File: src/hdl/robc_pkg.sv
// ============================================================================
// robc_pkg
// Shared types, constants and helpers for the row optical-black clamp.
// ============================================================================
package robc_pkg;

    localparam int LINE_WIDTH_DEF   = 1312;

    // Black geometry
    localparam int LEAD_FULL        = 14;
    localparam int LEAD_HALF        = 7;
    localparam int TRAIL_FULL       = 7;
    localparam int TRAIL_HALF       = 4;

    // Black sum and level
    localparam int SUM_W            = 13;
    localparam logic [SUM_W-1:0] SUM_MAX = 13'd8191;
    // floor(x * 6554 / 2^16) equals floor(x / 10) for every 13-bit x
    localparam logic [12:0] RECIP_10 = 13'd6554;
    localparam int RECIP_SHIFT      = 16;
    localparam logic [7:0] LEVEL_MAX = 8'd255;

    // Correction
    localparam logic [7:0] PIX_OFFSET      = 8'd10;
    localparam logic [9:0] GAIN_LIMIT      = 10'd800;
    localparam logic [7:0] CUTOFF_HIGH     = 8'd200;
    localparam logic [7:0] CUTOFF_NORMAL   = 8'd245;
    localparam logic [7:0] PIX_MAX         = 8'd255;

    // Frame length
    localparam logic [10:0] FRAME_ROWS_MAX = 11'd1024;
    localparam logic [10:0] FRAME_ROWS_MIN = 11'd1;

    // Input operation codes
    localparam logic OP_PIXEL = 1'b0;
    localparam logic OP_FLUSH = 1'b1;

    // Configuration register indexes
    localparam int CFG_IDX_W  = 2;
    localparam int CFG_DATA_W = 11;
    localparam logic [CFG_IDX_W-1:0] REG_HALF_WIDTH     = 2'd0;
    localparam logic [CFG_IDX_W-1:0] REG_CAMERA_GAIN    = 2'd1;
    localparam logic [CFG_IDX_W-1:0] REG_ROWS_PER_FRAME = 2'd2;

    // Per-item tag carried from the control stage to the correction stage
    typedef struct packed {
        logic       has_result;
        logic       lead;
        logic       last;
        logic       frame;
        logic [7:0] level;
        logic       high_gain;
    } tag_t;

    // Black level: floor(sum / divisor) with saturation; divisor 10 or 20
    function automatic logic [7:0] black_level(input logic [SUM_W-1:0] sum,
                                               input logic half);
        logic [SUM_W-1:0]        x;
        logic [2*SUM_W-1:0]      prod;
        logic [2*SUM_W-1:0]      q;
        x    = half ? sum : (sum >> 1);
        prod = x * RECIP_10;
        q    = prod >> RECIP_SHIFT;
        if (q > {{(2*SUM_W-8){1'b0}}, LEVEL_MAX})
            return LEVEL_MAX;
        return q[7:0];
    endfunction

endpackage

File: src/hdl/robc_ctrl.sv
// ============================================================================
// robc_ctrl
// Column and row counters, black sum, level hold and line store addressing.
// ============================================================================
module robc_ctrl #(
    parameter int LINE_WIDTH = robc_pkg::LINE_WIDTH_DEF,
    parameter int CW         = $clog2(LINE_WIDTH),
    parameter int WW         = $clog2(LINE_WIDTH + 1)
) (
    input  logic             clk,
    input  logic             rst_n,
    input  logic             accept,
    input  logic             op,
    input  logic [7:0]       pixel_in,
    input  logic             half_width,
    input  logic [9:0]       camera_gain,
    input  logic [10:0]      rows_per_frame,
    output logic             mem_we,
    output logic [CW-1:0]    mem_waddr,
    output logic [7:0]       mem_wdata,
    output logic             mem_re,
    output logic [CW-1:0]    mem_raddr,
    output robc_pkg::tag_t   tag
);

    localparam logic [WW-1:0] W_FULL = WW'(LINE_WIDTH);
    localparam logic [WW-1:0] W_HALF = WW'(LINE_WIDTH / 2);

    logic [CW-1:0]              col_reg, col_next;
    logic [CW-1:0]              ocol_reg, ocol_next;
    logic [robc_pkg::SUM_W-1:0] sum_reg, sum_next;
    logic [7:0]                 lvl_reg, lvl_next;
    logic                       pending_reg, pending_next;
    logic [9:0]                 rows_reg, rows_next;

    logic [WW-1:0] w, w_last, lead, trail_start;
    logic [WW-1:0] oc, c;
    logic          o_last, o_frame, c_last, c_black, pix;
    logic [10:0]   frame_rows, rows_inc;
    logic [robc_pkg::SUM_W:0] sum_add;

    always_comb
    begin
        w           = half_width ? W_HALF : W_FULL;
        w_last      = w - WW'(1);
        lead        = half_width ? WW'(robc_pkg::LEAD_HALF) : WW'(robc_pkg::LEAD_FULL);
        trail_start = w - (half_width ? WW'(robc_pkg::TRAIL_HALF)
                                      : WW'(robc_pkg::TRAIL_FULL));

        oc = (WW'(ocol_reg) >= w) ? w_last : WW'(ocol_reg);
        c  = (WW'(col_reg) >= w) ? w_last : WW'(col_reg);

        if (rows_per_frame == 11'd0)
            frame_rows = robc_pkg::FRAME_ROWS_MIN;
        else if (rows_per_frame > robc_pkg::FRAME_ROWS_MAX)
            frame_rows = robc_pkg::FRAME_ROWS_MAX;
        else
            frame_rows = rows_per_frame;

        rows_inc = {1'b0, rows_reg} + 11'd1;
        o_last   = (oc >= w_last);
        o_frame  = o_last && (rows_inc >= frame_rows);

        pix     = accept && (op == robc_pkg::OP_PIXEL);
        c_last  = (c >= w_last);
        c_black = (c < lead) || ((c >= trail_start) && (c < w_last));
        sum_add = {1'b0, sum_reg} + {{(robc_pkg::SUM_W-7){1'b0}}, pixel_in};
    end

    // Line store ports: read the pending row, write the arriving pixel
    assign mem_re    = accept && pending_reg;
    assign mem_raddr = oc[CW-1:0];
    assign mem_we    = pix;
    assign mem_waddr = c[CW-1:0];
    assign mem_wdata = pixel_in;

    always_comb
    begin
        tag.has_result = pending_reg;
        tag.lead       = (oc < lead);
        tag.last       = o_last;
        tag.frame      = o_frame;
        tag.level      = lvl_reg;
        tag.high_gain  = (camera_gain > robc_pkg::GAIN_LIMIT);
    end

    always_comb
    begin
        col_next     = col_reg;
        ocol_next    = ocol_reg;
        sum_next     = sum_reg;
        lvl_next     = lvl_reg;
        pending_next = pending_reg;
        rows_next    = rows_reg;

        // Output side first: advance or close the pending row
        if (accept && pending_reg)
        begin
            if (o_last)
            begin
                pending_next = 1'b0;
                ocol_next    = '0;
                rows_next    = o_frame ? 10'd0 : rows_inc[9:0];
            end
            else
            begin
                ocol_next = oc[CW-1:0] + CW'(1);
            end
        end

        // Input side: store, sum black columns, close the row
        if (pix)
        begin
            if (c_last)
            begin
                lvl_next     = robc_pkg::black_level(sum_reg, half_width);
                sum_next     = '0;
                col_next     = '0;
                pending_next = 1'b1;
                ocol_next    = '0;
            end
            else
            begin
                col_next = c[CW-1:0] + CW'(1);
                if (c_black)
                begin
                    sum_next = sum_add[robc_pkg::SUM_W] ? robc_pkg::SUM_MAX
                                                        : sum_add[robc_pkg::SUM_W-1:0];
                end
            end
        end
    end

    always_ff @(posedge clk or negedge rst_n)
    begin
        if (!rst_n)
        begin
            col_reg     <= '0;
            ocol_reg    <= '0;
            sum_reg     <= '0;
            lvl_reg     <= '0;
            pending_reg <= 1'b0;
            rows_reg    <= '0;
        end
        else
        begin
            col_reg     <= col_next;
            ocol_reg    <= ocol_next;
            sum_reg     <= sum_next;
            lvl_reg     <= lvl_next;
            pending_reg <= pending_next;
            rows_reg    <= rows_next;
        end
    end

    a_idle_out_col: assert property (@(posedge clk) disable iff (!rst_n)
        !pending_reg |-> (ocol_reg == '0))
        else $error("output column nonzero with no row pending");

    a_row_close: assert property (@(posedge clk) disable iff (!rst_n)
        (pix && c_last) |=> (pending_reg && (sum_reg == '0) && (col_reg == '0)))
        else $error("row close did not arm output and clear sum");

    a_col_range: assert property (@(posedge clk) disable iff (!rst_n)
        (WW'(col_reg) < W_FULL) && (WW'(ocol_reg) < W_FULL))
        else $error("column counter out of range");

endmodule

File: config.mk
export PLATFORM = sky130hd
export DESIGN_NAME = robc_ctrl
export DESIGN_NICKNAME = d
export VERILOG_FILES = /design/src/hdl/robc_pkg.sv /design/src/hdl/robc_ctrl.sv
export SDC_FILE = /design/constraint.sdc
export NUM_CORES = 1
export LEC_CHECK = 0
export BUFFER_PORTS_ARGS = -buffer_cell sky130_fd_sc_hd__clkbuf_2
export CORE_MARGIN = 1.5
export CORE_UTILIZATION = 65
export CTS_CLUSTER_SIZE = 30
export DETAILED_ROUTE_END_ITERATION = 16
export PLACE_DENSITY_LB_ADDON = 0.2
export SYNTH_ARGS = -nofsm -noshare
export SYNTH_HDL_FRONTEND = slang
export SYNTH_SLANG_ARGS = --single-unit
File: constraint.sdc
create_clock -name clk -period 8.3 [get_ports clk]
set_input_delay 1.245 -clock clk [delete_from_list [all_inputs] [get_ports clk]]
set_output_delay 1.245 -clock clk [all_outputs]
set_load 0.01 [all_outputs]
; After elaboration in Yosys (flattened, before gate mapping)
; Index checks and enable logic that the tools add are counted.
[word_totals]
word_cells = 62
out_inout_bits = 45
ramBits = 0
rom_bits = 0
inputBits = 34
ff_bits = 54
latch_bits = 0
memories = 0
[classes]
muxes = 26
n_lt_le_gt_ge = 12
n_addsub = 6
n_bitwise = 1
n_shift = 0
n_div = 0
n_mul = 1
eq_ne = 0
reduce_logical = 10
[ops]
columns = operator, n
row1 = $mux 11, 10
row2 = $ge 11x11->1, 6
row3 = $mux 13, 4
row4 = $mul 13x12->25 const B, 1
row5 = $add 11x1->11 const B, 2
row6 = $lt 11x4->1, 2
row7 = $mux 8, 2
row8 = $add 13x8->14, 1
row9 = $add 10x1->11 const B, 1
row10 = $gt 11x11->1 const B, 1
row11 = $logic_not 11->1, 1
row12 = $lt 11x11->1, 1
row13 = $sub 11x1->11 const B, 1
row14 = $sub 11x3->11, 1
row15 = $gt 10x10->1 const B, 1
row16 = $gt 10x8->1 const B, 1
row17 = $mux 10, 1
row18 = $mux 1, 7
row19 = $reduce_and 2->1, 3
row20 = $logic_and 1x1->1, 4
row21 = $mux 4, 1
row22 = $mux 2, 1
row23 = $reduce_bool 2->1, 1
row24 = $logic_or 1x1->1, 1
row25 = $not 1->1, 1

; Logic depth before layout (Yosys ltp)
; Gate-level depths: netlist of run 1.
[logic_depth]
depth_word = 8
mapped_depth = 21
mapped_depth_nobuf = 20

; Least setup slack after synthesis of run 1
; No wires, ideal clock.
[synth_path]
path_type = in2reg
from = input port half_width
to = register lvl_reg[2]
arrival_ns = 6.549
cell_stages = 21
t_required_ns = 8.174
n_path_buf = 2
slack_ns = 1.625
setup_ns = 0.126
cell_sequence = clkbuf_1 buf_1 mux2_2 ha_1 inv_1 fa_1 fa_1 inv_1 fa_1 inv_1 fa_1 inv_1 ha_1 a21oi_1 o211ai_1 o211ai_1 a31oi_1 nand4_1 a21oi_1 o21ai_2 o32a_1
[synth_between]
elab_chain_len = 7
word_cells_on_any_way = 13
classes_between = add/sub: 1 / mul: 1 / order compare: 3 / mux: 7 / reduce/logical: 1
[synth_lines]
columns = item, line_no
row1 = from (decl), robc_ctrl.sv:15  ; input logic half_width,
row2 = $mux 13, robc_pkg.sv:61  ; x = half ? sum : (sum >> 1);
row3 = $mul 13x12->25, robc_pkg.sv:62  ; prod = x * RECIP_10;
row4 = $gt 10x8->1, robc_pkg.sv:64  ; if (q > {{(2*SUM_W-8){1'b0}}, LEVEL_MAX})
row5 = $mux 1, robc_pkg.sv:64
row6 = $mux 1, robc_ctrl.sv:114  ; if (c_last)
row7 = $mux 1, robc_ctrl.sv:112  ; if (pix)
row8 = $mux 8, robc_pkg.sv:66  ; return q[7:0];
row9 = to (signal assigned), robc_ctrl.sv:150  ; lvl_reg <= lvl_next;
row10 = to (decl), robc_ctrl.sv:32  ; logic [7:0] lvl_reg, lvl_next;
; Several ways; a longest one is shown, not always the timed one. The select of a mux whose other input is x is not followed.
; A chain may end at the register's enable or synchronous reset.

==> results of run 1 <==
==> path summary, 6_finish.rpt <==
check / cells past startpoint / slack (ps) / to / from
setup / recovery: 16 / 1600 / tag[10] / half_width
hold / removal: 1 / 510 / lvl_reg[6] / lvl_reg[6]
setup reg to reg: 20 / 2720 / lvl_reg[2] / sum_reg[5]
hold reg to reg: 1 / 510 / lvl_reg[6] / lvl_reg[6]
max in group asynchronous: 2 / 6730 / col_reg[1] / rst_n
min in group asynchronous: 2 / 1070 / rows_reg[1] / rst_n
==> layout by cell type (no fill, tap or decap), types with 5 or more instances in the layout <==
cell type,netlist,routed
a21o_1,15,15
a21oi_1,41,41
a22o_1,14,14
a31oi_1,8,8
and2_1,5,5
and3_1,15,15
clkbuf_16,0,5
clkbuf_2,0,78
dfrtp_1,54,54
fa_1,43,43
ha_1,139,139
inv_1,115,115
mux2_2,10,10
nand2_1,79,79
nand2b_1,12,12
nand3_1,16,16
nand4_1,6,6
nor2_1,45,45
nor2b_1,8,8
nor3_1,5,5
nor4_1,9,9
o211ai_1,6,6
o21ai_0,34,34
o21ai_1,9,9
o22a_1,8,8
o31ai_1,8,8
xnor2_1,16,16
xor2_1,14,14
==> cell families after synthesis <==
kind of cell | count (synthesis) | share of synthesized area, %
multiplexers | 14 | 2.079
buffers and inverters | 145 | 8.468
flip-flops | 54 | 18.40
adder cells (fa/ha/maj) | 182 | 35.41
AO/OA/AOI/OAI | 182 | 17.21
XOR/XNOR | 30 | 3.578
AND/OR/NAND/NOR | 221 | 14.86
==> where the power goes <==
group | leakage, nW | total [mW] | switching (mW) | internal, mW
registers | 0.704 | 0.451 | 0.107 | 0.344
clock network | 0.0760 | 0.242 | 0.0999 | 0.142
logic | 3.61 | 2.63 | 1.54 | 1.10
total | 4.39 | 3.33 | 1.74 | 1.58
==> stage by stage <==
stage / area (um^2) / util (%) / hold WS [ps] / worst slack, ps / cells
after floorplan: 7343 / - / 466.9 / 1625 / 828
after detailed placement: 7760 / 70.96 / 496.5 / 1565 / 1023
after CTS: 7930 / 72.52 / 512.7 / 1612 / 1031
after global placement: 7760 / 70.96 / 485.9 / 1698 / 1023
after global routing: 7930 / 72.52 / 539.0 / 1345 / 1031
final: 7930 / 72.52 / 506.0 / 1597 / 1031
==> layout make-up <==
type | instances | area (um^2)
flip-flops and latches | 54 | 1351
inverters | 118 | 442.9
multi-input cells | 629 | 5370
well taps | 140 | 175.2
clock inverters | 3 | 45.04
clock buffers | 5 | 125.1
fillers | 847 | 3005
repair buffers | 82 | 420.4
==> metal layers <==
layer  vias to the layer above  share of wire [%]
li1                       2996                  -
met1                      2981                 44
met2                       163                 50
met3                        23                4.7
met4                         0                1.4
met5                         -                  0
==> critical path, delay by kind of cell <==
kind / cells / cell delay, ps
buffers and inverters: 6 / 1490
adder cells (fa/ha/maj): 2 / 680
AO/OA/AOI/OAI: 6 / 1760
AND/OR/NAND/NOR: 2 / 270
==> summary by stage, run 1 <==
Floorplanning
The die covers around 0.012 mm^2. The effective utilization at floorplan is between 60% and 70%. The total I/O pin count is 79.

The core area is around 0.011 mm^2. The die span in x is 109.3 um. Measured along the y axis, the die boundary spans approximately 110 um.

The number of standard-cell rows in the floorplan is 38.

Finish
The number of antenna repair diodes is 0. The register with the most flip-flops in the layout has 13 of them. The net total in the final layout is between 1000 and 1500. The post-route netlist has approximately an eighth of its cells at a drive strength greater than 1. Compared with the post-synthesis result, the final layout area differs by 7.991%.

Route
The number of DRC violations after detailed routing is 0. The post-route antenna net violation count is 0. The average routed wire per standard cell is around 16 um.

The sum of routed wire length over all layers is about 16 mm. The first detailed-routing pass took 4 iterations. The routed layout has 6163 vias.

After the first detailed-routing iteration, the DRC count stood at roughly 440. The detail-routed via count per cell is around 6.0.

Synthesis
The top cell type by area accounts for 23.68% of the synthesized area. The dominant cell type by area after synthesis is ha_1. The cell area after synthesis is 0.007343 mm^2. In the synthesized netlist the dominant register cell turns out to be dfrtp_1. Synthesis produced a netlist with a net count of between 1000 and 1500. Of all flip-flops after synthesis, the portion carrying an async set or reset was 100.0%. The number of warnings printed during yosys synthesis is 0. Dividing the synthesized area by the synthesized cell count gives 8.869 um^2.

Counting distinct cell types in the post-synthesis netlist gives between 60 and 70. The number of instances in the synthesized netlist is ~830. The post-synthesis register bit count is 54. Yosys instantiated no cell more often than ha_1. The portion of the post-synthesis area used by sequential elements is a little under a fifth. The number of enable flip-flop cells after synthesis is 0. By area the synthesized netlist is led by ha_1 24%, dfrtp_1 18%, fa_1 12%, inv_1 5.9%, nand2_1 4.0%.

After synthesis, the most frequently instantiated cells are 139 x ha_1, 115 x inv_1, 79 x nand2_1.

CTS
Buffers inserted during clock tree synthesis total 5. The TritonCTS clock tree is built. Buffers inserted to repair hold after CTS numbered 0. The post-CTS setup buffer count is 0. Clock-pin slew was measured on the worst setup and hold paths at around 70 ps. The clock root buffer is clkbuf_16. The later pin in the worst-skew pair is clocked with a latency of slightly below 300 ps. The largest buffer count on any clock path is 2. The number of gates resized after CTS was 0.

The clock drives 54 sinks. The H-tree level count is 2.

Timing
The count of final hold-check violations was 0. For this run, the top clock speed supported by timing is around 150 MHz. On the final layout, the worst clock skew is roughly 7.2 ps.

The worst slew margin relative to its limit is about two fifths. Adding up every negative setup slack in the final design gives 0 ps. The post-layout minimum cycle time is about 6700 ps. The count of pins over their slew limit was 0. In the finished design, the share of the clock period the worst path needs comes to between 80 and 90%. Setup violations remaining at the end of the flow were counted as 0. Setup repair after global routing left no endpoint under its margin. The transition at the pin with the smallest max-transition slack is 887.0 ps.

Power
Total power for the finished layout comes to approximately 3.3 mW. For this design the ratio of total power to cell area is between 400 and 500 mW/mm^2. The worst-case IR drop observed on VDD is ~0.47 mV.

For this design the static power due to leakage is approximately 4.4 nW.

Critical path
Data on the critical path arrives at its endpoint at between 5000 and 6000 ps. The worst setup path is launched from an input port. The data required time of the critical path is about 7000 ps. In this run the worst path has a maximum fanout of 26.

The sort of element at the end of the critical path is an output port. The start-to-end type of the worst setup path is input port to output port. The critical path goes through clkbuf_2 > buf_4 > inv_1 > ha_1 > a2111oi_2 > o41ai_2 > o21ai_1 > buf_4 > nor2_1 > a21o_1 > ha_1 > and3_1 > a221o_1 > a31oi_4 > inv_2 > clkbuf_2.

The library cell contributing the largest single delay on the critical path is ha_1. In this design, the stage delay of the slowest critical-path cell is 410 ps.

Global routing
The initial antenna violation count came to 0. The most used routing layer in global routing is met2. The first global-routing pass estimated roughly 28 mm of wire. After global routing the overflow that remains totals 0.

The global routing met2 resource utilization is between 40% and 50%. The global-route track usage on met3 is under 10%. Global routing used roughly 29% of the available tracks. The largest net degree at the start of global routing is 55. The met1 global-route usage is between 30% and 40%. The number of global-route vias before repair was a little over 6000.

Place
The routability-driven placement congestion ratio is a little over 0.9. The count of input and output buffers is 78. The estimated wirelength of the detail-placed design is 13.45 mm.

Run status
The run finished with clean final reports.

Flow run
The max capacitance violation total is 0.

Min path
The worst hold path class is flip-flop to flip-flop.
Note: power is estimated with default switching activity, not from simulation.
==> inputs of run 2 (changes only) <==
--- a/config.mk
+++ b/config.mk
@@ -7,7 +7,7 @@
 export LEC_CHECK = 0
 export BUFFER_PORTS_ARGS = -buffer_cell sky130_fd_sc_hd__clkbuf_2
 export CORE_MARGIN = 1.5
-export CORE_UTILIZATION = 65
+export CORE_UTILIZATION = 61
 export CTS_CLUSTER_SIZE = 30
 export DETAILED_ROUTE_END_ITERATION = 16
 export PLACE_DENSITY_LB_ADDON = 0.2
==> constraint.sdc (replaced) <==
create_clock -name clk -period 6.51 [get_ports clk]
set_input_delay 0.9765 -clock clk [delete_from_list [all_inputs] [get_ports clk]]
set_output_delay 0.9765 -clock clk [all_outputs]
set_load 0.01 [all_outputs]
==> run 2 against run 1 <==
Compared with the run above:
- first-iteration DRC count down 17%
- highest routed layer unchanged
- largest cell class unchanged
- cell area about the same
- via count down 0.41%
- sequential power up 27%
==> summary by stage, run 2 (synthesis gave the netlist of run 1 again) <==
Critical path
The data arrival time of the worst path was 6310 ps (+850 ps). STA classifies the critical path startpoint as an input port. The data required time of the critical path is 6680 ps (-370 ps). The worst-path maximum fanout came to 11 (-58%). The start-to-end type of the worst setup path is input port to flip-flop. The worst setup path is captured at a flip-flop.

Route
The number of iterations in the first detailed-routing pass is 5 (+1). The post-route antenna net violation count is 0 (unchanged). The average routed wire per standard cell came to 15.64 um (-0.91%). The via count is 6138 (-0.41%). The DRC marker count from the first detailed-route iteration is 364 (-17%). The number of DRC violations after detailed routing was 0 (unchanged).

The detail-routed via count per cell is 5.919 (-0.98%). The sum of routed wire length over all layers is 16.21 mm (-0.34%).

CTS
The clock root buffer is clkbuf_16. The TritonCTS clock tree is built. The clock latency at the later pin of the worst-skew pair is 290 ps (about the same). The clock-pin slew on the worst setup and hold paths was 60 ps (about the same). The number of gates given a new drive strength after cts came to 0 (unchanged).

The post-CTS setup buffer count came to 0 (unchanged). The H-tree level count is 2 (unchanged). The largest buffer count on any clock path is 2 (unchanged). The number of CTS-inserted buffers was 5 (unchanged). The TritonCTS sink count was 54 (unchanged). The number of buffers added to fix hold violations after cts is 0 (unchanged).

Floorplanning
The total die area is 0.01271 mm^2 (+6.4%). The effective utilization at floorplan was 63.50% (-3.7 points). The die span in x is 112.7 um (+3.1%). The total I/O pin count is 79 (unchanged). The core area is 0.01156 mm^2 (+5.8%). The die outline height is 112.7 um (+3.1%). The number of standard-cell rows in the floorplan was 39 (+2.6%).

Global routing
The wire length of the first global-routing pass was 28.63 mm (+3.5%). The final global-route overflow total is 0 (unchanged). The global routing usage summed across all routing layers was 27.08% (-1.8 points). The largest net degree at the start of global routing was 55 (unchanged). The number of global-route vias before repair is 6292 (+1.8%). The initial antenna violation count was 0 (unchanged).

Finish
The final instance area is 0.007929 mm^2 (about the same). The number of flip-flops under the largest register name is 13 (unchanged). The net total in the final layout came to 1109 (+0.27%). The number of antenna repair diodes is 0 (unchanged). The layout-stage area growth over the synthesis result is 7.974% (about the same). The sequential cell area is 0.001351 mm^2 (unchanged). The number of fill cells in the layout is 941 (+11%). The share of layout cells above drive strength 1 was 13.53% (+0.18 points). The leading cell type in the layout, fill and taps excluded is ha_1.

The area used by multi-input combinational logic is 0.005370 mm^2 (unchanged). The top cell types in the final layout, fill and taps aside, are 139 x ha_1, 115 x inv_1, 79 x nand2_1.

Timing
Setup repair after global routing left no endpoint under its margin. The worst hold margin is 506.5 ps (+0.4760 ps). The worst clock skew is 10.50 ps (+3.333 ps). The worst setup slack after layout came to 366.0 ps (-1231 ps). The post-layout minimum cycle time is between 6000 and 7000 ps. The worst path uses a little over nine tenths of the clock period. The worst slew margin relative to its limit is 54.06% (+13 points).

The final number of setup-violating endpoints is 0 (unchanged). The count of final hold-check violations is 0 (unchanged). The transition at the pin with the smallest max-transition slack is 689.1 ps (-198.0 ps). The highest clock rate is roughly 160 MHz. The setup TNS after final layout is 0 ps (unchanged). The count of pins over their slew limit is 0 (unchanged).

Power
The design internal power came to 1.989 mW (+26%). The combinational group share of total power was 80.1% (+0.9 points). The worst-case vdd ir drop is 0.7946 mV (+70%). The power spent charging and discharging nets came to 2.240 mW (+29%). The total power consumption of the routed design is 4.228 mW (+27%). The net switching fraction of the power is 52.96% (+0.58 points). The proportion of power drawn by flip-flops and latches is 13.6% (about the same).

The part of the power in the clock network is 6.3% (-1.0 points). The leakage dissipation came to 4.397 nW (+0.22%). The ratio of total power to cell area is 533.3 mW/mm^2 (+27%).

Place
The count of input and output buffers is 78 (unchanged). The routability-driven placement congestion ratio is 0.9328 (-0.11%). The setup slack after placement is 104.0 ps (-1461 ps). The estimated wirelength of the detail-placed design is 13.46 mm (about the same). The post-place instance area is 0.007786 mm^2 (+0.34%).

Run status
The flow ran to the end, and the final reports show no timing, DRC or antenna violations.

Flow run
The max capacitance violation total is 0 (unchanged).

Min path
In this run the worst hold path is classified as flip-flop to flip-flop.
==> run 2: cell type report <==
| type | count | area share [%] |
|---|---|---|
| clock inverter | 2 | 0.1736 |
| multi-input combinational | 629 | 67.73 |
| inverter | 118 | 5.586 |
| timing repair buffer | 85 | 5.586 |
| clock buffer | 6 | 1.625 |
| tap | 143 | 2.257 |
| sequential | 54 | 17.04 |
==> run 2: critical path, stage by stage <==
cell	delay, ps
clkbuf_2	250
mux2_2	440
ha_1	300
inv_1	80
fa_1	540
inv_1	60
fa_1	500
fa_1	560
inv_1	60
fa_1	530
inv_1	40
ha_1	290
a21oi_1	160
o21ai_0	110
a21oi_1	260
nand2_1	130
a21oi_1	310
nor2_1	90
mux2_2	280
o32a_1	340
==> run 2: through the flow <==
step | utilization [%] | instances
6_report | 68.56 | 1037
3_5_place_dp | 67.33 | 1029
2_1_floorplan | - | 828
3_3_place_gp | 67.33 | 1029
5_1_grt | 68.56 | 1037
4_1_cts | 68.56 | 1037
==> run 2: worst paths after layout <==
kind | start | endpoint | slack, ps | depth (start not counted)
max reg2reg | sum_reg[7] | lvl_reg[2] | 930 | 19
min reg2reg | lvl_reg[4] | lvl_reg[4] | 510 | 1
max in group asynchronous | rst_n | col_reg[2] | 5240 | 2
max | half_width | lvl_reg[2] | 370 | 20
min | lvl_reg[4] | lvl_reg[4] | 510 | 1
min in group asynchronous | rst_n | rows_reg[3] | 790 | 2
==> run 2: per-layer routing <==
metal / vias up / global-route usage (%) / part of all wire (%)
met5: - / 0 / 0
met4: 0 / 8.101 / 2.3
met3: 32 / 2.999 / 4.1
met2: 160 / 47.60 / 49
met1: 2936 / 35.39 / 45
li1: 3010 / - / -
==> run 2: power by group through the flow <==
stage | sequential (mW) | combinational (mW) | clock (mW)
after floorplan | 0.545 | 2.54 | 0
after global placement | 0.570 | 3.22 | 0
after detailed placement | 0.573 | 3.37 | 0
after CTS | 0.567 | 3.41 | 0.270
after global routing | 0.588 | 3.96 | 0.284
final | 0.575 | 3.39 | 0.268
