**src/hdl/robc_pkg.sv**
```systemverilog
// ============================================================================
// robc_pkg
// Shared types, constants and helpers for the row optical-black clamp.
// ============================================================================
package robc_pkg;

    localparam int LINE_WIDTH_DEF   = 1312;

    // Black geometry
    localparam int LEAD_FULL        = 14;
    localparam int LEAD_HALF        = 7;
    localparam int TRAIL_FULL       = 7;
    localparam int TRAIL_HALF       = 4;

    // Black sum and level
    localparam int SUM_W            = 13;
    localparam logic [SUM_W-1:0] SUM_MAX = 13'd8191;
    // floor(x * 6554 / 2^16) equals floor(x / 10) for every 13-bit x
    localparam logic [12:0] RECIP_10 = 13'd6554;
    localparam int RECIP_SHIFT      = 16;
    localparam logic [7:0] LEVEL_MAX = 8'd255;

    // Correction
    localparam logic [7:0] PIX_OFFSET      = 8'd10;
    localparam logic [9:0] GAIN_LIMIT      = 10'd800;
    localparam logic [7:0] CUTOFF_HIGH     = 8'd200;
    localparam logic [7:0] CUTOFF_NORMAL   = 8'd245;
    localparam logic [7:0] PIX_MAX         = 8'd255;

    // Frame length
    localparam logic [10:0] FRAME_ROWS_MAX = 11'd1024;
    localparam logic [10:0] FRAME_ROWS_MIN = 11'd1;

    // Input operation codes
    localparam logic OP_PIXEL = 1'b0;
    localparam logic OP_FLUSH = 1'b1;

    // Configuration register indexes
    localparam int CFG_IDX_W  = 2;
    localparam int CFG_DATA_W = 11;
    localparam logic [CFG_IDX_W-1:0] REG_HALF_WIDTH     = 2'd0;
    localparam logic [CFG_IDX_W-1:0] REG_CAMERA_GAIN    = 2'd1;
    localparam logic [CFG_IDX_W-1:0] REG_ROWS_PER_FRAME = 2'd2;

    // Per-item tag carried from the control stage to the correction stage
    typedef struct packed {
        logic       has_result;
        logic       lead;
        logic       last;
        logic       frame;
        logic [7:0] level;
        logic       high_gain;
    } tag_t;

    // Black level: floor(sum / divisor) with saturation; divisor 10 or 20
    function automatic logic [7:0] black_level(input logic [SUM_W-1:0] sum,
                                               input logic half);
        logic [SUM_W-1:0]        x;
        logic [2*SUM_W-1:0]      prod;
        logic [2*SUM_W-1:0]      q;
        x    = half ? sum : (sum >> 1);
        prod = x * RECIP_10;
        q    = prod >> RECIP_SHIFT;
        if (q > {{(2*SUM_W-8){1'b0}}, LEVEL_MAX})
            return LEVEL_MAX;
        return q[7:0];
    endfunction

endpackage

```
**src/hdl/robc_correct.sv**
```systemverilog
// ============================================================================
// robc_correct
// Offset, black subtract and clip on line store data (leading black columns pass raw); output register.
// ============================================================================
module robc_correct (
    input  logic           clk,
    input  logic           rst_n,
    input  logic           accept,
    input  robc_pkg::tag_t tag_in,
    input  logic [7:0]     rd_data,
    output logic           busy,
    output logic           out_valid,
    input  logic           out_stall,
    output logic [7:0]     pixel_out,
    output logic           row_end,
    output logic           frame_end
);

    logic           s1_v_reg, s1_v_next;
    robc_pkg::tag_t s1_tag_reg;
    logic           o_v_reg, o_v_next;
    logic [7:0]     o_pix_reg;
    logic           o_row_reg, o_frame_reg;

    logic              o_free, o_load;
    logic signed [10:0] t;
    logic [7:0]        cutoff, corr;

    assign o_free = !o_v_reg || !out_stall;
    assign o_load = s1_v_reg && o_free;
    assign busy   = s1_v_reg && !o_free;

    always_comb
    begin
        cutoff = s1_tag_reg.high_gain ? robc_pkg::CUTOFF_HIGH : robc_pkg::CUTOFF_NORMAL;
        t = $signed({3'b000, rd_data}) + $signed({3'b000, robc_pkg::PIX_OFFSET})
            - $signed({3'b000, s1_tag_reg.level});
        if (s1_tag_reg.lead)
            corr = rd_data;
        else if (t > $signed({3'b000, cutoff}))
            corr = robc_pkg::PIX_MAX;
        else if (t < 11'sd0)
            corr = 8'd0;
        else
            corr = t[7:0];
    end

    always_comb
    begin
        if (accept)
            s1_v_next = tag_in.has_result;
        else if (o_load)
            s1_v_next = 1'b0;
        else
            s1_v_next = s1_v_reg;

        if (o_load)
            o_v_next = 1'b1;
        else if (!out_stall)
            o_v_next = 1'b0;
        else
            o_v_next = o_v_reg;
    end

    always_ff @(posedge clk or negedge rst_n)
    begin
        if (!rst_n)
        begin
            s1_v_reg <= 1'b0;
            o_v_reg  <= 1'b0;
        end
        else
        begin
            s1_v_reg <= s1_v_next;
            o_v_reg  <= o_v_next;
        end
    end

    always_ff @(posedge clk)
    begin
        if (accept)
        begin
            s1_tag_reg <= tag_in;
        end
        if (o_load)
        begin
            o_pix_reg   <= corr;
            o_row_reg   <= s1_tag_reg.last;
            o_frame_reg <= s1_tag_reg.frame;
        end
    end

    assign out_valid = o_v_reg;
    assign pixel_out = o_pix_reg;
    assign row_end   = o_row_reg;
    assign frame_end = o_frame_reg;

    a_s1_hold: assert property (@(posedge clk) disable iff (!rst_n)
        busy |=> (s1_v_reg && $stable(s1_tag_reg)))
        else $error("blocked result left the read stage");

    a_no_accept_busy: assert property (@(posedge clk) disable iff (!rst_n)
        busy |-> !accept)
        else $error("item taken while read stage blocked");

    a_frame_on_row_end: assert property (@(posedge clk) disable iff (!rst_n)
        (o_v_reg && o_frame_reg) |-> o_row_reg)
        else $error("frame end without row end");

endmodule

```
**config.mk**
```make
export PLATFORM = sky130hd
export DESIGN_NAME = robc_correct
export DESIGN_NICKNAME = d
export VERILOG_FILES = /design/src/hdl/robc_pkg.sv /design/src/hdl/robc_correct.sv
export SDC_FILE = /design/constraint.sdc
export NUM_CORES = 1
export LEC_CHECK = 0
export BUFFER_PORTS_ARGS = -buffer_cell sky130_fd_sc_hd__buf_2
export CAP_MARGIN = 20
export CORE_MARGIN = 4
export CORE_UTILIZATION = 31
export DETAILED_ROUTE_END_ITERATION = 16
export PLACE_DENSITY = 0.62
export RECOVER_POWER = 25
export SKIP_LAST_GASP = 1
export SLEW_MARGIN = 10
export SYNTH_ARGS = -nofsm -noshare
export SYNTH_HDL_FRONTEND = slang
export SYNTH_SLANG_ARGS = --single-unit
```
**constraint.sdc**
```tcl
create_clock -name clk -period 6.53 [get_ports clk]
set_input_delay 0 -clock clk [delete_from_list [all_inputs] [get_ports clk]]
set_output_delay 0 -clock clk [all_outputs]
set_load 0.05 [all_outputs]
```
---- Yosys cells after proc, flatten, opt, wreduce, memory -nomap -nowiden ----
Index checks and enable logic that the tools add are counted.
storage, ports and cells
  register bits after elaboration ......... 24
  input port bits ......................... 25
cells by class
  add/sub/neg operators ................... 2
  magnitude comparators ................... 2
  equal/unequal tests ..................... 1
  muxes and demuxes ....................... 8
  reduce and logical (&&, ||, !) cells .... 7
operators with widths
  kind                                                                   number
  8-bit two-way mux                                                      3
  10-bit by 9-bit greater-than comparator with 1-bit output              1
  10-bit by 1-bit < comparator with 1-bit output, second input constant  1
  9-bit by 8-bit subtractor with 10-bit output                           1
  8-bit by 4-bit adder with 9-bit output, second input constant          1
  6-bit two-way mux                                                      1
  1-bit two-way mux                                                      4
  1-bit zero test                                                        3
  1-bit logical AND                                                      2
  2-bit by 1-bit != test with 1-bit output, second input constant        1
  2-bit nonzero test                                                     1
  1-bit logical OR                                                       1

---- Longest topological paths before layout ----
Gate-level depths: netlist of the first run.
  word-level depth ........................ 6
  mapped depth ............................ 15
  mapped depth without buffers ............ 15

---- Worst setup path before layout of the first run ----
No wires, ideal clock.
  kind .................................... register to register
  start point ............................. register s1_tag_reg[2] in the netlist's numbering
  end point ............................... register o_pix_reg[1] (netlist: pixel_out[1]), data pin
  setup time .............................. 266 ps
  arrival time ............................ 2566 ps
  data required time ...................... 6264 ps
  setup slack ............................. 3697 ps
  cell stages (with the launch flop) ...... 15
  path buffers ............................ 0
  clock period less this slack ............ 2833 ps
  path through ............................ edfxtp_1 > ha_1 > inv_1 > ha_1 > inv_1 > fa_1 > nand2b_1 > a21oi_1 > a21oi_1 > ha_1 > nand4_1 > nor3b_1 > a31oi_1 > nand4_2 > a32oi_1
on the way
  cells in the longest elaborated chain, start to end .. 5
  elaborated cells on any way between the ends .. 6
  classes of those cells .................. add/sub (1); order compare (2); mux (3)
ends and longest elaborated chain
  item                                              RTL line            RTL
  from (decl)                                       robc_correct.sv:20  robc_pkg::tag_t s1_tag_reg;
  from (signal assigned)                            robc_correct.sv:83  s1_tag_reg <= tag_in;
  9-bit by 8-bit subtractor with 10-bit output (*)  robc_correct.sv:37  - $signed({3'b000, s1_tag_reg.level});
  10-bit by 1-bit < comparator with 1-bit output    robc_correct.sv:42  else if (t < 11'sd0)
  8-bit two-way mux                                 robc_correct.sv:42
  8-bit two-way mux (*)                             robc_correct.sv:40  else if (t > $signed({3'b000, cutoff}))
  8-bit two-way mux (*)                             robc_correct.sv:38  if (s1_tag_reg.lead)
  named net corr[1]                                 robc_correct.sv:27  logic [7:0] cutoff, corr;
  to (signal assigned)                              robc_correct.sv:87  o_pix_reg <= corr;
  to (decl)                                         robc_correct.sv:22  logic [7:0] o_pix_reg;
The timed path passes the listed nets; every way through them passes the cells marked *.
A chain may end at the register's enable or synchronous reset.

---- Worst setup path after layout of the first run ----
  start point ............................. register s1_tag_reg[2] in the netlist's numbering
  end point ............................... register o_pix_reg[5] (netlist: pixel_out[5]), data pin
Same word-level chain as after synthesis.

==> results.sh, run 1 <==
export IMPL_status="completed"
export IMPL_worstPathCellList="ha_1 -> inv_1 -> ha_1 -> inv_1 -> fa_1 -> nand2b_1 -> a21oi_1 -> a21oi_1 -> ha_1 -> nand4_1 -> nor3b_1 -> a31oi_1 -> nand4_2 -> a32oi_1"
export IMPL_synth_cell_types=37
export IMPL_setup_viol=0
export IMPL_io_pins=37
export IMPL_max_stage_delay_ps=410
export IMPL_dp_hpwl_um=2641
export IMPL_drc_errors=0
export IMPL_drv_cap=0
export IMPL_area_delta_synth_final_pct=29.63
export IMPL_gr_total_overflow=0
export IMPL_htree_levels=1
export IMPL_grt_pass1_wl_um=5871
export IMPL_clock_skew_ps=3.305
export IMPL_start_util_pct=32.47
export IMPL_clk_latency_ps=260
export IMPL_synth_most_common_cell="edfxtp_1"
export IMPL_syn_num_nets=190
export IMPL_antenna_found_initial=0
export IMPL_synth_xor_area_share_pct=1.691
export IMPL_grt_max_degree=14
export IMPL_ys_flop_type="edfxtp_1"
export IMPL_slew_violations=0
export IMPL_power_leakage_nw=0.9049
export IMPL_tightest_slew_ps=756.7
export IMPL_post_drt_via_cell_ratio=4.657
export IMPL_cts_root_buf="clkbuf_8"
export IMPL_ys_seq_area_share_pct=45.73
export IMPL_fp_coreArea_um2=4786
export IMPL_postRouteAntennaNets=0
export IMPL_cts_resized=0
export IMPL_met1_usage_pct=15.52
export IMPL_async_flop_share_pct=8.333
export IMPL_powerDensity_nw_per_um2=226.9
export IMPL_syn_avg_cell_area_um2=10.87
export IMPL_cp_max_fo=6
export IMPL_track_usage_pct=11.79
export IMPL_drt_initial_drc_count=83
export IMPL_yosys_warnings=0
export IMPL_crit_path_top_delay_cell="fa_1"
export IMPL_drive_gt1_share_pct=21.72
export IMPL_synthTopCellsByCount="edfxtp_1 (22), inv_1 (21), ha_1 (20)"
export IMPL_drt_pass1_iter_count=4
export IMPL_min_period_over_period_pct=47.05
export IMPL_path_clk_slew_ps=80
export IMPL_n_antenna_cell=0
export IMPL_fmax_ghz=0.3255
export IMPL_cts_tree="done"
export IMPL_grt_pass1_vias=1248
export IMPL_dieWidth_um=78.80
export IMPL_synth_top_area_share_pct=42.51
export IMPL_design_area_um2=2014
export IMPL_synth_edf_count=22
export IMPL_clockBufferDepth=2
export IMPL_cts_made_buffers=3
export IMPL_synth_area_leaders="edfxtp_1 (43%), ha_1 (16%), inv_1 (5.1%)"
export IMPL_numPortBuffers=36
export IMPL_syn_inst=143
export IMPL_synthSimpleGateAreaFrac_pct=10.31
export IMPL_setup_tns_final_ps=0
export IMPL_cpMostUsedCell="ha_1"
export IMPL_wl_per_cell_um=12.48
export IMPL_synthAdderAreaFrac_pct=18.68
export IMPL_top_usage_layer="met2"
export IMPL_dpl_instance_area_um2=1822
export IMPL_die_area_um2=6209
export IMPL_fin_util_pct=42.09
export IMPL_postCtsSetupRepairBufs=0
export IMPL_hold_viol=0
export IMPL_rows=25
export IMPL_netlist_area_um2=1554
export IMPL_use_met2_pct=20.29
export IMPL_hold_class="input port to asynchronous set/reset pin"
export IMPL_crit_arrival_ps=3180
export IMPL_vdd_ir_drop_max_mv=0.1222
export IMPL_relSlewSlack_pct=49.55
export IMPL_grtUsageMet3_pct=2.268
export IMPL_synth_top_family_by_area="adder cells"
export IMPL_largest_reg_flops=12
export IMPL_cts_sinks=24
export IMPL_finalCriticalPeriod_ps=3072
export IMPL_vias=1234
export IMPL_synth_area_leader_cell="edfxtp_1"
export IMPL_synth_compound_area_share_pct=16.91
export IMPL_critPathKind="flop to flop"
export IMPL_synth_seq_cells=24
export IMPL_synth_mux_area_share_pct=1.369
export IMPL_gp_congestion=0.9209
export IMPL_rsz0062_at_grt="no"
export IMPL_dieHeight_um=78.80
export IMPL_wl_um=3307
export IMPL_crit_path_start_kind="flop"
export IMPL_critPathRequiredTime_ps=6630
export IMPL_nets=246
export IMPL_critPathCaptureType="flop"
export IMPL_power_total_w=0.0004572
-- worst paths after layout --
kind | slack, ps | depth (start not counted) | start | to
setup / recovery | 3460 | 14 | s1_tag_reg[2] | pixel_out[5]
min in group clk | 50 | 3 | rd_data[6] | pixel_out[6]
hold reg to reg | 430 | 0 | s1_tag_reg[10] | row_end
setup reg to reg | 3460 | 14 | s1_tag_reg[2] | pixel_out[5]
max in group asynchronous | 6360 | 2 | rst_n | s1_v_reg
hold / removal | 50 | 2 | rst_n | out_valid
-- area by class of cell --
type                       count  area (µm²)
clock inverter                 1       3.754
sequential                    24       710.7
tap                           67       83.83
clock buffer                   3       41.29
multi-input combinational     97       760.7
fill                         471        2771
timing repair buffer          52       335.3
inverter                      21       78.83
-- power by group --
part / switching, W / internal (W) / total, W / leakage (nW)
Clock: 0.0000461 / 0.0000420 / 0.0000881 / 0.0231
Combinational: 0.000107 / 0.0000725 / 0.000179 / 0.645
Sequential: 0.00000572 / 0.000184 / 0.000190 / 0.237
-- per-stage QoR --
| step | cells | worst slack (ps) | hold slack, ps |
|---|---|---|---|
| 6_report | 265 | 3458 | 46.05 |
| 5_1_grt | 265 | 3207 | 56.11 |
| 4_1_cts | 265 | 3456 | 42.11 |
| 3_5_place_dp | 246 | 3492 | -213.5 |
| 3_3_place_gp | 246 | 3552 | -214.2 |
| 2_1_floorplan | 143 | 3697 | -295.6 |
-- placed cells by master, fill, tap and decap left out, types with 6 or more instances in the layout --
cell,Yosys,final
buf_2,0,34
edfxtp_1,22,22
inv_1,21,21
ha_1,20,20
dlygate4sd3_1,0,15
nand2_1,12,12
a21oi_1,11,11
o21ai_0,7,7
nor2_1,6,6
-- per-layer routing --
metal / vias up / part of all wire, %
met5: - / 0
met4: 0 / 0.30
met3: 2 / 3.7
met2: 24 / 50
met1: 573 / 46
li1: 635 / -
-- cell families (layout without fill, tap and decap cells) --
family / Yosys count / count (layout)
simple gates: 31 / 31
mux: 2 / 2
buf+inv: 22 / 77
compound gates: 39 / 39
xor+xnor: 3 / 3
flops: 24 / 24
fa+ha+maj: 22 / 22
-- what timing repair did --
| action | 4_1_cts | 5_1_grt |
|---|---|---|
| endpoints found under the hold margin | 16 | 0 |
| endpoints found under the setup margin | 0 | 0 |
| hold buffers | 15 | 0 |
-- worst max-delay path: cells and delay by family, from the launching register on --
kind | cells | cell delay, ps
AO/OA/AOI/OAI | 4 | 690
buffers and inverters | 2 | 120
flip-flops | 1 | 370
AND/OR/NAND/NOR | 4 | 580
adder cells (fa/ha/maj) | 4 | 1160
(Power assumes the default switching activity.)
==> inputs of run 2 (changes only) <==
Settings changed: ABC_AREA set to 1, PLACE_DENSITY 0.62 to 0.64.
Clock period 6.53 ns to 2.57 ns, I/O delays scaled along.
==> results.sh, run 2 <==
export IMPL_status="finished with violations"
export IMPL_violations="negative setup slack"
export IMPL_wl_um=3677
export IMPL_hold_viol=0
export IMPL_synthTopCellsByCount="nand2_1 (52), inv_1 (35), edfxtp_1 (22)"
export IMPL_min_period_over_period_pct=116.5
export IMPL_wl_per_cell_um=11.53
export IMPL_ys_seq_area_share_pct=43.93
export IMPL_synth_area_leaders="edfxtp_1 (41%), ha_1 (15%), nand2_1 (12%)"
export IMPL_crit_path_start_kind="flop"
export IMPL_vdd_ir_drop_max_mv=0.3532
export IMPL_htree_levels=1
export IMPL_wl_met1_um=1592
export IMPL_drt_initial_drc_count=44
export IMPL_highest_layer="met4"
export IMPL_drc_errors=0
export IMPL_netlist_area_um2=1618
export IMPL_drv_cap=0
export IMPL_n_antenna_cell=0
export IMPL_synth_seq_cells=24
export IMPL_finalCriticalPeriod_ps=2995
export IMPL_clk_latency_ps=270
export IMPL_synth_top_area_share_pct=40.84
export IMPL_critPathCaptureType="flop"
export IMPL_dp_hpwl_um=2616
export IMPL_critPathRequiredTime_ps=2600
export IMPL_worst_slack_ps=-424.9
export IMPL_fmax_ghz=0.3339
export IMPL_numPortBuffers=36
export IMPL_largest_reg_flops=12
export IMPL_track_usage_pct=12.13
export IMPL_fin_util_pct=45.66
export IMPL_seqCellArea_um2=710.7
export IMPL_power_leakage_nw=1.170
export IMPL_setup_viol=8
export IMPL_cts_root_buf="clkbuf_8"
export IMPL_area_delta_synth_final_pct=43.23
export IMPL_postRouteAntennaNets=0
export IMPL_design_area_um2=2317
export IMPL_synth_most_common_cell="nand2_1"
export IMPL_relSlewSlack_pct=41.05
export IMPL_cp_max_fo=7
export IMPL_die_area_um2=6438
export IMPL_async_flop_share_pct=8.333
export IMPL_final_cells=319
export IMPL_syn_inst=178
export IMPL_crit_arrival_ps=3030
export IMPL_dpl_instance_area_um2=1958
export IMPL_dieHeight_um=80.24
export IMPL_post_place_cells=293
export IMPL_clock_skew_ps=2.221
export IMPL_powerDensity_nw_per_um2=603.9
export IMPL_gr_total_overflow=0
export IMPL_fp_coreArea_um2=5075
export IMPL_yosys_warnings=0
export IMPL_slew_violations=0
export IMPL_multi_input_area_um2=855.8
export IMPL_grt_max_degree=15
export IMPL_rsz0062_at_grt="yes"
export IMPL_vias=1370
export IMPL_cts_sinks=24
export IMPL_dieWidth_um=80.24
export IMPL_grt_pass1_vias=1419
export IMPL_start_util_pct=31.88
export IMPL_ys_flop_type="edfxtp_1"
export IMPL_drive_gt1_share_pct=36.14
export IMPL_drt_pass1_iter_count=4
export IMPL_antenna_found_initial=0
export IMPL_cts_tree="done"
export IMPL_path_clk_slew_ps=80
export IMPL_final_cell_mix="nand2_1 (48), buf_2 (34), inv_1 (32)"
export IMPL_grt_pass1_wl_um=6078
export IMPL_nFillCells=496
export IMPL_cts_made_buffers=3
export IMPL_io_pins=37
export IMPL_syn_num_nets=225
export IMPL_synth_cell_types=24
export IMPL_rows=26
export IMPL_nets=297
export IMPL_synth_area_leader_cell="edfxtp_1"
export IMPL_hold_class="input port to flop"
export IMPL_tightest_slew_ps=884.3
export IMPL_post_drt_via_cell_ratio=4.295
export IMPL_final_common_cell="nand2_1"
export IMPL_clockBufferDepth=2
export IMPL_wl_met3_um=170
export IMPL_critPathKind="flop to flop"
export IMPL_syn_avg_cell_area_um2=9.089
export IMPL_r2r_setup_slack_ps=-420
export IMPL_wl_met2_um=1890
export IMPL_gp_congestion=0.7995
export IMPL_synth_edf_count=22
run 2: cell types whose count changed after synthesis, sizes merged, moves of 5 or more:
cell   delta
a21oi     -5
o21ai     -7
nand3    +16
nand2    +43
inv      +19
run 2: final timing paths:
kind / from / endpoint / cells past startpoint
worst max-delay path: s1_tag_reg[2] / pixel_out[3] / 20
worst min-delay path: rd_data[0] / pixel_out[0] / 3
worst max register to register: s1_tag_reg[2] / pixel_out[3] / 20
worst min register to register: s1_tag_reg[10] / row_end / 0
max in group asynchronous: rst_n / s1_v_reg / 2
min in group asynchronous: rst_n / out_valid / 2
run 2: repair_timing:
action	4_1_cts	5_1_grt
setup endpoints to repair	7	8
buffers inserted	6	1
resized for setup	9	12
pin swaps	0	9
hold buffers	15	0
hold endpoints to repair	16	0
run 2: cells by family after synthesis:
logic type	synth area share, %
and+or+nand+nor	22.51
xor gates and xnor gates	1.624
adders and majority gates	17.94
buffers and inverters	9.590
DFF	43.93
AOI/OAI and AO/OA	4.409
run 2: layout make-up:
cell class | instances | area share (%)
multi-input combinational | 113 | 36.93
tap | 70 | 3.780
clock buffer | 4 | 2.376
sequential | 24 | 30.67
inverter | 40 | 6.587
timing repair buffer | 68 | 19.65
run 2: layer usage:
layer	global-route usage (%)	vias to the layer above
li1	-	706
met1	14.27	624
met2	22.85	35
met3	2.354	5
met4	2.027	0
met5	0	-
run 2: critical path, stage by stage, from the launching register on:
cell and delay, ps:
edfxtp_1 420, ha_4 240, inv_4 50, ha_4 120, inv_2 40, fa_2 390
inv_2 80, nand3_2 70, nand2_2 70, xor2_1 180, inv_1 100, ha_4 290
nand2_4 60, nor2_4 130, nand3_2 70, nand2_2 90, nor2_4 40, nand2_4 110
nand3_1 100, nand2_1 70, nand2_1 50
run 2: stage by stage:
stage | hold slack (ps) | worst slack, ps | power (W) | TNS (ps)
floorplan | -295.6 | -183.3 | 0.0008576 | -1264
global route | 21.05 | -589.4 | 0.001506 | -4099
detailed placement | -211.2 | -416.5 | 0.001015 | -2790
global placement | -210.5 | -341.5 | 0.001004 | -2271
finish | 16.18 | -424.9 | 0.001399 | -2918
CTS | 7.920 | -395.9 | 0.001354 | -2707
run 2: power by group:
group / leakage (nW) / internal [W] / total, W / switching [W]
combinational: 0.904 / 0.000289 / 0.000662 / 0.000373
sequential: 0.236 / 0.000465 / 0.000480 / 0.0000148
clock: 0.0288 / 0.000137 / 0.000257 / 0.000120
==> inputs of run 3 (changes only) <==
Settings changed: PLACE_DENSITY 0.64 to 0.62.
Clock period 2.57 ns to 3 ns, I/O delays scaled along.
==> results.sh, run 3 (same netlist as run 2, synthesis figures left out) <==
export IMPL_gr_total_overflow=0
export IMPL_multi_input_area_um2=849.6
export IMPL_worst_slack_ps=-40.13
export IMPL_die_area_um2=6438
export IMPL_powerDensity_nw_per_um2=529.6
export IMPL_antenna_found_initial=0
export IMPL_critPathRequiredTime_ps=3020
export IMPL_finalCriticalPeriod_ps=3040
export IMPL_vias=1348
export IMPL_cts_tree="done"
export IMPL_dieHeight_um=80.24
export IMPL_grt_pass1_wl_um=5851
export IMPL_vdd_ir_drop_max_mv=0.3313
export IMPL_cts_root_buf="clkbuf_8"
export IMPL_n_antenna_cell=0
export IMPL_relSlewSlack_pct=48.13
export IMPL_clockBufferDepth=2
export IMPL_nets=290
export IMPL_largest_reg_flops=12
export IMPL_htree_levels=1
export IMPL_drc_errors=0
export IMPL_final_common_cell="nand2_1"
export IMPL_grt_max_degree=15
export IMPL_fp_coreArea_um2=5075
export IMPL_post_drt_via_cell_ratio=4.321
export IMPL_nFillCells=512
export IMPL_worstPathCellList="ha_1 -> inv_2 -> ha_4 -> inv_2 -> fa_2 -> inv_2 -> nand3_2 -> nand2_2 -> xor2_1 -> inv_1 -> ha_4 -> nand2_4 -> o21bai_1 -> nand3_1 -> nand2_2 -> nor2_4 -> nand2_4 -> nand3_2 -> nand2_2 -> nand2_2"
export IMPL_seqCellArea_um2=710.7
export IMPL_setup_tns_final_ps=-70.93
export IMPL_postRouteAntennaNets=0
export IMPL_track_usage_pct=11.54
export IMPL_grt_pass1_vias=1318
export IMPL_fmax_ghz=0.3289
export IMPL_critPathTopFamily="adder cells"
export IMPL_gp_congestion=0.8230
export IMPL_setup_viol=3
export IMPL_crit_arrival_ps=3060
export IMPL_crit_path_top_delay_cell="fa_2"
export IMPL_tightest_slew_ps=778.1
export IMPL_rsz0062_at_grt="yes"
export IMPL_max_stage_delay_ps=400
export IMPL_r2r_cells=20
export IMPL_slew_violations=0
export IMPL_min_period_over_period_pct=101.3
export IMPL_dp_hpwl_um=2566
export IMPL_power_leakage_nw=1.132
export IMPL_drt_initial_drc_count=87
export IMPL_hold_viol=0
export IMPL_hold_ws_ps=20.46
export IMPL_violations="negative setup slack"
export IMPL_drv_cap=0
export IMPL_rows=26
export IMPL_cp_max_fo=7
export IMPL_clk_latency_ps=270
export IMPL_crit_path_start_kind="flop"
export IMPL_start_util_pct=31.88
export IMPL_holdPathStages=3
export IMPL_cp_depth=20
export IMPL_status="finished with violations"
export IMPL_wl_per_cell_um=12.04
export IMPL_post_place_cells=284
export IMPL_numPortBuffers=36
export IMPL_drive_gt1_share_pct=34.71
export IMPL_critPathBufInv=4
export IMPL_area_delta_synth_final_pct=38.82
export IMPL_io_pins=37
export IMPL_cts_sinks=24
export IMPL_cts_made_buffers=3
export IMPL_final_cells=312
export IMPL_hold_class="input port to flop"
export IMPL_critPathKind="flop to flop"
export IMPL_wl_um=3756
export IMPL_cpMostUsedCell="nand2_2"
export IMPL_critPathCaptureType="flop"
export IMPL_final_cell_mix="nand2_1 (46), buf_2 (34), inv_1 (32)"
export IMPL_drt_pass1_iter_count=4
export IMPL_clock_skew_ps=9.585
export IMPL_path_clk_slew_ps=80
export IMPL_fin_util_pct=44.26
export IMPL_dieWidth_um=80.24
run 3: changes by cell type in the layout (fill, tap and decap cells not counted), sizes merged:
cell,previous run,this run
buf,51,44
run 3: cell type report:
class	count	share of cell area (%)
repair buffers	61	17.94
inverters	40	6.685
flip-flops and latches	24	31.64
well taps	70	3.900
clock buffers	4	2.006
multi-input cells	113	37.83
run 3: worst paths after layout:
kind	start	end	slack, ps
hold reg to reg	s1_tag_reg[9]	frame_end	430
hold / removal	rd_data[3]	pixel_out[3]	20
max in group asynchronous	rst_n	s1_v_reg	2820
setup / recovery	s1_tag_reg[2]	pixel_out[0]	-40
min in group asynchronous	rst_n	out_valid	50
setup reg to reg	s1_tag_reg[2]	pixel_out[0]	-40
run 3: routing by layer:
metal | wire length [µm] | up-vias | track usage (%)
met2 | 1947 | 39 | 21.52
met3 | 187 | 7 | 3.251
met4 | 43 | 0 | 1.520
met1 | 1577 | 612 | 13.31
met5 | 0 | - | 0
li1 | - | 690 | -
run 3: where the power goes:
| group | switching [W] | internal, W | total [W] |
|---|---|---|---|
| clock | 0.000103 | 0.0000950 | 0.000198 |
| sequential | 0.0000123 | 0.000398 | 0.000411 |
| combinational | 0.000331 | 0.000250 | 0.000581 |
| total | 0.000446 | 0.000744 | 0.00119 |
run 3: worst register-to-register path, stage by stage, from the launching register on:
cell and delay, ps:
edfxtp_1 370, ha_1 310, inv_2 70, ha_4 120
inv_2 40, fa_2 400, inv_2 70, nand3_2 60
nand2_2 60, xor2_1 170, inv_1 100, ha_4 260
nand2_4 70, o21bai_1 110, nand3_1 100, nand2_2 90
nor2_4 40, nand2_4 120, nand3_2 100, nand2_2 80
nand2_2 50
run 3: through the flow:
stage,power [W],worst slack [ps],area (µm²)
global placement,0.0008183,-4.083,1888
finish,0.001190,-40.13,2246
floorplan,0.0007325,171.8,1618
global route,0.001282,-189.7,2246
CTS,0.001102,5.697,2146
detailed placement,0.0008250,-62.26,1888
run 3: repair_timing:
action	in CTS	in global routing
hold buffers	15	0
pin swaps	1	15
resized for setup	1	23
endpoints found under the setup margin	7	7
hold endpoints to repair	16	0
buffers inserted	8	1
